$ cat src/design/pva_pkg.sv
`timescale 1ns / 1ps
`default_nettype none
// ----------------------------------------------------------------------------
// Voice allocator package
// Request codes, the state machine type and the reserved pitch shared by the
// allocator and its voice record store.
// ----------------------------------------------------------------------------
package pva_pkg;

   // Request codes on req_cmd.
   localparam logic [1:0] CMD_ASSIGN_NOTE  = 2'd0;
   localparam logic [1:0] CMD_ASSIGN_VOICE = 2'd1;
   localparam logic [1:0] CMD_KILL_NOTE    = 2'd2;
   localparam logic [1:0] CMD_KILL_VOICE   = 2'd3;

   // Reserved pitch, also the marker of a voice that holds no note.
   localparam logic [15:0] NO_PITCH = 16'h8000;

   // Voice number returned when a request is rejected or finds nothing.
   localparam logic [6:0] VOICE_NONE = 7'h7F;

   typedef enum logic [1:0] {
      ST_IDLE,
      ST_SCAN,
      ST_UPDATE
   } state_type;

endpackage
`default_nettype wire

$ cat src/design/pva_rec_store.sv
`timescale 1ns / 1ps
`default_nettype none
// ----------------------------------------------------------------------------
// Voice record store
// One record per voice: pitch, list membership and position within its list.
// Read data is registered; a voice never written since reset reads as a free
// voice holding no note at the list position equal to its own number.
// ----------------------------------------------------------------------------
module pva_rec_store #(
   parameter int VOICES = 8,
   parameter int IW     = 3
) (
   input  wire logic          clock,
   input  wire logic          reset,
   input  wire logic          rd_en,
   input  wire logic [IW-1:0] rd_addr,
   input  wire logic          wr_en,
   input  wire logic [IW-1:0] wr_addr,
   input  wire logic [15:0]   wr_pitch,
   input  wire logic          wr_busy,
   input  wire logic [IW-1:0] wr_rank,
   output logic               rd_vld,
   output logic [IW-1:0]      rd_idx,
   output logic [15:0]        rd_pitch,
   output logic               rd_busy,
   output logic [IW-1:0]      rd_rank
);

   localparam int REC_W = 16 + 1 + IW;

   logic [REC_W-1:0]  rec_mem [VOICES];
   logic [VOICES-1:0] written_ff;
   logic [REC_W-1:0]  rd_data_ff;
   logic              rd_init_ff;
   logic [IW-1:0]     rd_idx_ff;
   logic              rd_vld_ff;

   always_ff @(posedge clock) begin
      if (wr_en) begin
         rec_mem[wr_addr] <= {wr_pitch, wr_busy, wr_rank};
      end
      if (rd_en) begin
         rd_data_ff <= rec_mem[rd_addr];
         rd_init_ff <= written_ff[rd_addr];
         rd_idx_ff  <= rd_addr;
      end
   end

   always_ff @(posedge clock) begin
      if (reset) begin
         written_ff <= '0;
         rd_vld_ff  <= 1'b0;
      end else begin
         rd_vld_ff <= rd_en;
         if (wr_en) begin
            written_ff[wr_addr] <= 1'b1;
         end
      end
   end

   assign rd_vld   = rd_vld_ff;
   assign rd_idx   = rd_idx_ff;
   assign rd_pitch = rd_init_ff ? rd_data_ff[REC_W-1 -: 16] : pva_pkg::NO_PITCH;
   assign rd_busy  = rd_init_ff ? rd_data_ff[IW] : 1'b0;
   assign rd_rank  = rd_init_ff ? rd_data_ff[IW-1:0] : rd_idx_ff;

endmodule
`default_nettype wire

$ cat src/design/poly_voice_allocator.sv
`timescale 1ns / 1ps
`default_nettype none
// ----------------------------------------------------------------------------
// Polyphonic voice allocator
// Hands synthesizer voices out to note pitches, stealing the oldest busy
// voice when none is free.
// ----------------------------------------------------------------------------
// A request (req_cmd, req_pitch, req_voice_index) is taken at a clock edge
// where start is high and busy is low. Every request gives exactly one
// response: rsp_valid is high for a single cycle with rsp_voice_out and
// rsp_accepted, and the receiver must take it then.
// A request with the reserved pitch or a voice out of range is answered in
// the cycle after it is taken, and busy stays low.
// Any other request walks the voice records through one shared compare and
// update path: a search pass of up to VOICES reads, stopping at the first
// match, then an update pass over all VOICES records that closes the gap in
// the list the voice leaves and appends it to the list it joins. When the
// response comes depends on where the search stops; a kill by note that
// finds nothing is answered at the end of the search pass, with no update.
// Busy is high until the response cycle, so the next request can be taken
// at the edge that ends it. The record store has a single read port, so
// both passes read the records one at a time.
// Reset leaves every voice free, in numerical order, holding no note; the
// response strobe is low after reset.
// ----------------------------------------------------------------------------
module poly_voice_allocator #(
   parameter int VOICES = 8
) (
   input  wire logic        clock,
   input  wire logic        reset,
   input  wire logic        start,
   output logic             busy,
   input  wire logic [1:0]  req_cmd,
   input  wire logic signed [15:0] req_pitch,
   input  wire logic signed [7:0]  req_voice_index,
   output logic             rsp_valid,
   output logic signed [6:0] rsp_voice_out,
   output logic             rsp_accepted
);

   localparam int IW = (VOICES > 1) ? $clog2(VOICES) : 1;
   localparam int CW = $clog2(VOICES + 1);
   localparam logic [CW-1:0] CNT_ALL  = CW'(VOICES);
   localparam logic [IW-1:0] IDX_LAST = IW'(VOICES - 1);

   pva_pkg::state_type state_ff, state_in;

   logic [CW-1:0]  iss_ff, iss_in;
   logic [1:0]     cmd_ff, cmd_in;
   logic [15:0]    pitch_ff, pitch_in;
   logic [IW-1:0]  vi_ff, vi_in;
   logic [IW-1:0]  tgt_ff, tgt_in;
   logic           tgt_busy_ff, tgt_busy_in;
   logic [IW-1:0]  tgt_rank_ff, tgt_rank_in;
   logic [CW-1:0]  busy_cnt_ff, busy_cnt_in;
   logic           rsp_valid_ff, rsp_valid_in;
   logic [6:0]     rsp_voice_ff, rsp_voice_in;
   logic           rsp_acc_ff, rsp_acc_in;

   logic          rd_en, wr_en;
   logic [15:0]   wr_pitch;
   logic          wr_busy;
   logic [IW-1:0] wr_rank;
   logic          rd_vld, rd_busy;
   logic [IW-1:0] rd_idx, rd_rank;
   logic [15:0]   rd_pitch;

   logic          accept, reject, pitch_bad, vi_bad;
   logic          match, found, scan_end, upd_last;
   logic          src_busy, new_busy;
   logic [CW-1:0] dest_cnt;

   pva_rec_store #(
      .VOICES (VOICES),
      .IW     (IW)
   ) u_store (
      .clock    (clock),
      .reset    (reset),
      .rd_en    (rd_en),
      .rd_addr  (iss_ff[IW-1:0]),
      .wr_en    (wr_en),
      .wr_addr  (rd_idx),
      .wr_pitch (wr_pitch),
      .wr_busy  (wr_busy),
      .wr_rank  (wr_rank),
      .rd_vld   (rd_vld),
      .rd_idx   (rd_idx),
      .rd_pitch (rd_pitch),
      .rd_busy  (rd_busy),
      .rd_rank  (rd_rank)
   );

   assign accept    = start && (state_ff == pva_pkg::ST_IDLE);
   assign pitch_bad = (req_pitch == pva_pkg::NO_PITCH);
   assign vi_bad    = !($unsigned(req_voice_index) < 8'(VOICES));

   always_comb begin
      case (req_cmd)
         pva_pkg::CMD_ASSIGN_NOTE:  reject = pitch_bad;
         pva_pkg::CMD_ASSIGN_VOICE: reject = pitch_bad || vi_bad;
         pva_pkg::CMD_KILL_NOTE:    reject = pitch_bad;
         default:                   reject = vi_bad;
      endcase
   end

   // With no free voice left, the oldest busy voice is the one stolen.
   assign src_busy = (busy_cnt_ff == CNT_ALL);
   assign new_busy = (cmd_ff == pva_pkg::CMD_ASSIGN_NOTE) ||
                     (cmd_ff == pva_pkg::CMD_ASSIGN_VOICE);

   always_comb begin
      case (cmd_ff)
         pva_pkg::CMD_ASSIGN_NOTE: match = (rd_busy == src_busy) && (rd_rank == '0);
         pva_pkg::CMD_KILL_NOTE:   match = (rd_pitch == pitch_ff);
         default:                  match = (rd_idx == vi_ff);
      endcase
   end

   assign found    = rd_vld && match;
   assign scan_end = (iss_ff == CNT_ALL) && !rd_vld;
   assign upd_last = rd_vld && (rd_idx == IDX_LAST);

   // The voice joins the young end of its new list, whose length first drops
   // by one if the voice is leaving that same list.
   always_comb begin
      dest_cnt = new_busy ? busy_cnt_ff : (CNT_ALL - busy_cnt_ff);
      if (tgt_busy_ff == new_busy) begin
         dest_cnt = dest_cnt - CW'(1);
      end
   end

   always_comb begin
      state_in = state_ff;
      case (state_ff)
         pva_pkg::ST_IDLE: begin
            if (accept && !reject) begin
               state_in = pva_pkg::ST_SCAN;
            end
         end
         pva_pkg::ST_SCAN: begin
            if (found) begin
               state_in = pva_pkg::ST_UPDATE;
            end else if (scan_end) begin
               state_in = pva_pkg::ST_IDLE;
            end
         end
         pva_pkg::ST_UPDATE: begin
            if (upd_last) begin
               state_in = pva_pkg::ST_IDLE;
            end
         end
         default: state_in = pva_pkg::ST_IDLE;
      endcase
   end

   always_comb begin
      iss_in       = iss_ff;
      cmd_in       = cmd_ff;
      pitch_in     = pitch_ff;
      vi_in        = vi_ff;
      tgt_in       = tgt_ff;
      tgt_busy_in  = tgt_busy_ff;
      tgt_rank_in  = tgt_rank_ff;
      busy_cnt_in  = busy_cnt_ff;
      rsp_valid_in = 1'b0;
      rsp_voice_in = rsp_voice_ff;
      rsp_acc_in   = rsp_acc_ff;
      rd_en        = 1'b0;
      wr_en        = 1'b0;
      wr_pitch     = rd_pitch;
      wr_busy      = rd_busy;
      wr_rank      = rd_rank;
      case (state_ff)
         pva_pkg::ST_IDLE: begin
            if (accept) begin
               cmd_in   = req_cmd;
               pitch_in = req_pitch;
               vi_in    = req_voice_index[IW-1:0];
               iss_in   = '0;
               if (reject) begin
                  rsp_valid_in = 1'b1;
                  rsp_voice_in = pva_pkg::VOICE_NONE;
                  rsp_acc_in   = 1'b0;
               end
            end
         end
         pva_pkg::ST_SCAN: begin
            rd_en = (iss_ff != CNT_ALL) && !found;
            if (rd_en) begin
               iss_in = iss_ff + CW'(1);
            end
            if (found) begin
               tgt_in      = rd_idx;
               tgt_busy_in = rd_busy;
               tgt_rank_in = rd_rank;
               iss_in      = '0;
            end else if (scan_end) begin
               rsp_valid_in = 1'b1;
               rsp_voice_in = pva_pkg::VOICE_NONE;
               rsp_acc_in   = 1'b0;
            end
         end
         pva_pkg::ST_UPDATE: begin
            rd_en = (iss_ff != CNT_ALL);
            if (rd_en) begin
               iss_in = iss_ff + CW'(1);
            end
            if (rd_vld) begin
               wr_en = 1'b1;
               if (rd_idx == tgt_ff) begin
                  wr_pitch = new_busy ? pitch_ff : pva_pkg::NO_PITCH;
                  wr_busy  = new_busy;
                  wr_rank  = dest_cnt[IW-1:0];
               end else if ((rd_busy == tgt_busy_ff) && (rd_rank > tgt_rank_ff)) begin
                  wr_rank = rd_rank - IW'(1);
               end
            end
            if (upd_last) begin
               if (new_busy && !tgt_busy_ff) begin
                  busy_cnt_in = busy_cnt_ff + CW'(1);
               end else if (!new_busy && tgt_busy_ff) begin
                  busy_cnt_in = busy_cnt_ff - CW'(1);
               end
               rsp_valid_in = 1'b1;
               rsp_voice_in = {{(7 - IW){1'b0}}, tgt_ff};
               rsp_acc_in   = 1'b1;
            end
         end
         default: begin
            rd_en = 1'b0;
         end
      endcase
   end

   always_ff @(posedge clock) begin
      if (reset) begin
         state_ff     <= pva_pkg::ST_IDLE;
         busy_cnt_ff  <= '0;
         rsp_valid_ff <= 1'b0;
         iss_ff       <= '0;
      end else begin
         state_ff     <= state_in;
         busy_cnt_ff  <= busy_cnt_in;
         rsp_valid_ff <= rsp_valid_in;
         iss_ff       <= iss_in;
      end
   end

   always_ff @(posedge clock) begin
      cmd_ff       <= cmd_in;
      pitch_ff     <= pitch_in;
      vi_ff        <= vi_in;
      tgt_ff       <= tgt_in;
      tgt_busy_ff  <= tgt_busy_in;
      tgt_rank_ff  <= tgt_rank_in;
      rsp_voice_ff <= rsp_voice_in;
      rsp_acc_ff   <= rsp_acc_in;
   end

   assign busy          = (state_ff != pva_pkg::ST_IDLE);
   assign rsp_valid     = rsp_valid_ff;
   assign rsp_voice_out = rsp_voice_ff;
   assign rsp_accepted  = rsp_acc_ff;

endmodule
`default_nettype wire

$ cat config.mk
export PLATFORM = sky130hd
export DESIGN_NAME = poly_voice_allocator
export DESIGN_NICKNAME = d
export VERILOG_FILES = /design/src/design/pva_pkg.sv /design/src/design/pva_rec_store.sv /design/src/design/poly_voice_allocator.sv
export SDC_FILE = /design/constraint.sdc
export NUM_CORES = 1
export LEC_CHECK = 0
export ABC_AREA = 1
export ABC_CLOCK_PERIOD_IN_PS = 4100
export BUFFER_PORTS_ARGS = -buffer_cell sky130_fd_sc_hd__buf_4
export CAP_MARGIN = 0
export CORE_MARGIN = 2
export CORE_UTILIZATION = 55
export DETAILED_ROUTE_END_ITERATION = 12
export PLACE_DENSITY = 0.72
export SETUP_SLACK_MARGIN = 0.3
export SLEW_MARGIN = 40
export SYNTH_ARGS = -nofsm -noshare
export SYNTH_HDL_FRONTEND = slang
export SYNTH_SLANG_ARGS = --single-unit
$ cat constraint.sdc
create_clock -name clock -period 4.1 [get_ports clock]
set_clock_uncertainty 0.1 [all_clocks]
set_input_delay 0.615 -clock clock [delete_from_list [all_inputs] [get_ports clock]]
set_output_delay 0.615 -clock clock [all_outputs]
set_load 0.05 [all_outputs]
==> out/summary.txt <==
Drt total wl -> 22,540 µm
CP delay by family, top -> compound AO/OA/AOI/OAI gates
Die Height -> 140.0 µm
RePlAce Congestion -> 0.8522
Vias -> 6,909
CP Max Fanout -> 8
Slowest stage delay, CP -> 0.58 ns
Final ANT Viol Nets -> 0
Fin nets -> 1,006
Largest family of logic cells by synthesized area -> simple AND/OR/NAND/NOR gates
Post-synthesis xor/xnor area fraction -> 0.01292
Layout cells sized above 1 -> 0.1135
Clock tree from TritonCTS -> built
Post-synthesis mux area share -> 0
Util after Layout -> 0.6374
EDFF count, synth -> 217
Worst Path Arrival -> 3.20 ns
CORE AREA -> 18,020 µm²
Status -> complete, no violations
Final Cycle Share -> 0.7457
Worst slew pin tran -> 0.7768 ns
Post-DR wirelength/cell -> 18.68 µm
Peak supply drop -> 0.0005286 V
Unrepaired setup endpoints after global routing -> false
Overall routing resource usage -> 0.2300
Synth Area per Inst -> 11.03 µm²
Compound-Gate Fraction of Synth Area -> 0.1023
Multi-input logic area -> 2779 µm²
Largest net degree at the start of global routing -> 86
Sequential area share after synthesis -> 0.6804
Predominant post-synthesis flop cell -> edfxtp_1
Post-synth top area share -> 0.6410
Pleak -> 4.313 nW
Vias in the first global route -> 6,548
WP buf/inv -> 1
Share of power burned in registers -> 0.507
Total negative slack -> 0 ns
Die Span X -> 140.0 µm
Final Critical Period -> 3.058 ns
Syn. warnings -> 0
# placed instances -> 1,163
Switch Pwr -> 1.222 mW
Initial core utilization -> 0.5640
Congestion Overflow GR -> 0
Post-DP HPWL -> 13,050 µm
Critical path type -> flip-flop to flip-flop
Register Area -> 6918 µm²
Top cells by count, synth -> edfxtp_1 (217), nor2_1 (213), o21ai_0 (105), nand2_1 (93), inv_1 (77)
PnR worst setup slack -> 1.042 ns
H-tree depth -> 1
TritonCTS buffer count -> 24
Post-CTS setup buffers -> 0
Seq cells post-synth -> 237
Gate power share -> 0.087
Internal Pwr Total -> 4.124 mW
Io pins -> 39
DRC viols -> 0
CTS clock-pin slew for the worst setup and hold paths -> 0.06 ns
Clock Sinks -> 237
Die area -> 19,590 µm²
Root Driver -> clkbuf_16
Setup Viol. Count Final -> 0
DRT iter0 DRCs -> 763
Post-synth top area cell -> edfxtp_1
Fillers -> 1,367
Cell Chain, Critical Path -> o21ai_0 -> inv_1 -> ha_1 -> nand2_1 -> o21ai_0 -> nand3_1 -> a21oi_1 -> a21oi_1 -> o21ai_1
Vias per cell -> 5.724
Synth Net Count -> 968
Netlist cell types -> 33
Crit-path slowest cell -> o21ai_0
Peak Freq -> 327.1 MHz
Count leader, synth -> edfxtp_1
Post-DP Area -> 10,700 µm²
Rel. slew slack -> 0.4767
Pins Over Slew Limit -> 0
Worst hold path class -> input port to flip-flop
Clock network power share -> 0.406
PostCTS Resize Cnt -> 0
Post-placement setup slack -> 0.8632 ns
DRT Pass-1 Iters -> 6
Post-layout instance area -> 11,490 µm²
Switching Share -> 0.2286
Number of buffers inserted by port buffering -> 38
First-pass GRT wire length -> 34,730 µm
Bufs on Longest Clock Path -> 3
Hold_buf cts -> 0
Maxcap violations -> 0
Area share of fa/ha/maj cells after synthesis -> 0.02166
Fin. Hold Viols -> 0
Pwr dens -> 465.3 nW/µm²
Synth Area in Simple Gates -> 0.1343
Final Non-Filler Cells -> 1,207
Synth Instances -> 922
Skew-Pair Late Insertion Delay -> 0.52 ns
Crit end category -> flip-flop
Layout overhead on the synthesized area -> 13.01%
Std cell rows -> 49
Initial antenna violation count -> 0
Post-synth ARST share -> 0
Mapped Area -> 10,170 µm²
Required @ worst endpoint -> 4.24 ns
Antenna Diode Count -> 0
CP Launch Type -> flip-flop
Synth area leaders -> edfxtp_1 (64%), nor2_1 (7.9%), o21ai_0 (5.2%)
## worst reg2reg max path, delay by kind of cell (launching register included)
kind | cells | cell delay (ns)
compound gates | 5 | 1.55
flops | 1 | 0.50
simple gates | 2 | 0.19
buf+inv | 1 | 0.13
fa+ha+maj | 1 | 0.32
## routing by layer
| layer | vias to the layer above | track usage | wire length (µm) |
|---|---|---|---|
| li1 | 3255 | - | - |
| met1 | 3307 | 0.3172 | 9457 |
| met2 | 309 | 0.3805 | 10780 |
| met3 | 38 | 0.03419 | 1886 |
| met4 | 0 | 0.07632 | 419 |
| met5 | - | 0 | 0 |
## area by class of cell
class / instances / share of cell area
Sequential cell: 237 / 0.6022
Clock inverter: 15 / 0.01252
Inverter: 80 / 0.02614
Timing Repair Buffer: 55 / 0.03659
Tap cell: 229 / 0.02494
Clock buffer: 29 / 0.05576
Multi-Input combinational cell: 562 / 0.2419
## power groups by stage
stage                     registers [mW]  clock network [mW]  logic (mW)
after CTS                           2.71                2.19       0.461
after global routing                2.71                2.28       0.518
final                               2.71                2.17       0.464
after detailed placement            2.76                   0       0.457
after global placement              2.76                   0       0.449
after floorplan                     2.75                   0       0.319
## stage by stage
step | hold WS [ns] | power, mW
3_5_place_dp | 0.3549 | 3.217
5_1_grt | 0.1584 | 5.510
3_3_place_gp | 0.3452 | 3.210
4_1_cts | 0.1570 | 5.364
2_1_floorplan | 0.3206 | 3.071
6_report | 0.1724 | 5.346
## final timing paths
check,start,endpoint,slack [ns],cells past startpoint
setup / recovery,u_store.rd_idx[1],u_store.rec_mem[6][2],1.04,9
hold / removal,req_voice_index[1],vi_ff[1],0.17,1
setup reg to reg,u_store.rd_idx[1],u_store.rec_mem[6][2],1.04,9
hold reg to reg,u_store.written_ff[5],u_store.written_ff[5],0.37,2
## registers in the layout, summed over array words and instances (netlist names)
name / count
u_store.rd_data_ff: 20
u_store.rd_init_ff: 1
busy_cnt_ff: 4
cmd_ff: 2
tgt_rank_ff: 3
rsp_accepted: 1
pitch_ff: 16
u_store.rec_mem: 160
tgt_ff: 3
u_store.rd_vld: 1
vi_ff: 3
tgt_busy_ff: 1
rsp_voice_out: 4
iss_ff: 4
u_store.rd_idx: 3
u_store.written_ff: 8
state_ff: 2
rsp_valid: 1
## placed cells by master, fill, tap and decap left out, types with 9 or more instances in the layout
master,netlist,final
edfxtp_1,217,217
nor2_1,213,204
o21ai_0,105,104
nand2_1,93,93
inv_1,77,75
buf_4,7,53
clkbuf_16,0,25
nand3_1,24,24
a31oi_1,22,22
o22ai_1,22,22
dfxtp_1,20,19
a21oi_1,16,16
ha_1,16,16
a2bb2oi_1,13,13
nor2_2,1,10
xor2_1,9,9
## logic make-up after synthesis
logic type,after synthesis
simple gates,346
flops,237
buf+inv,123
xor+xnor,15
compound gates,184
fa+ha+maj,17
(Power assumes the default switching activity.)
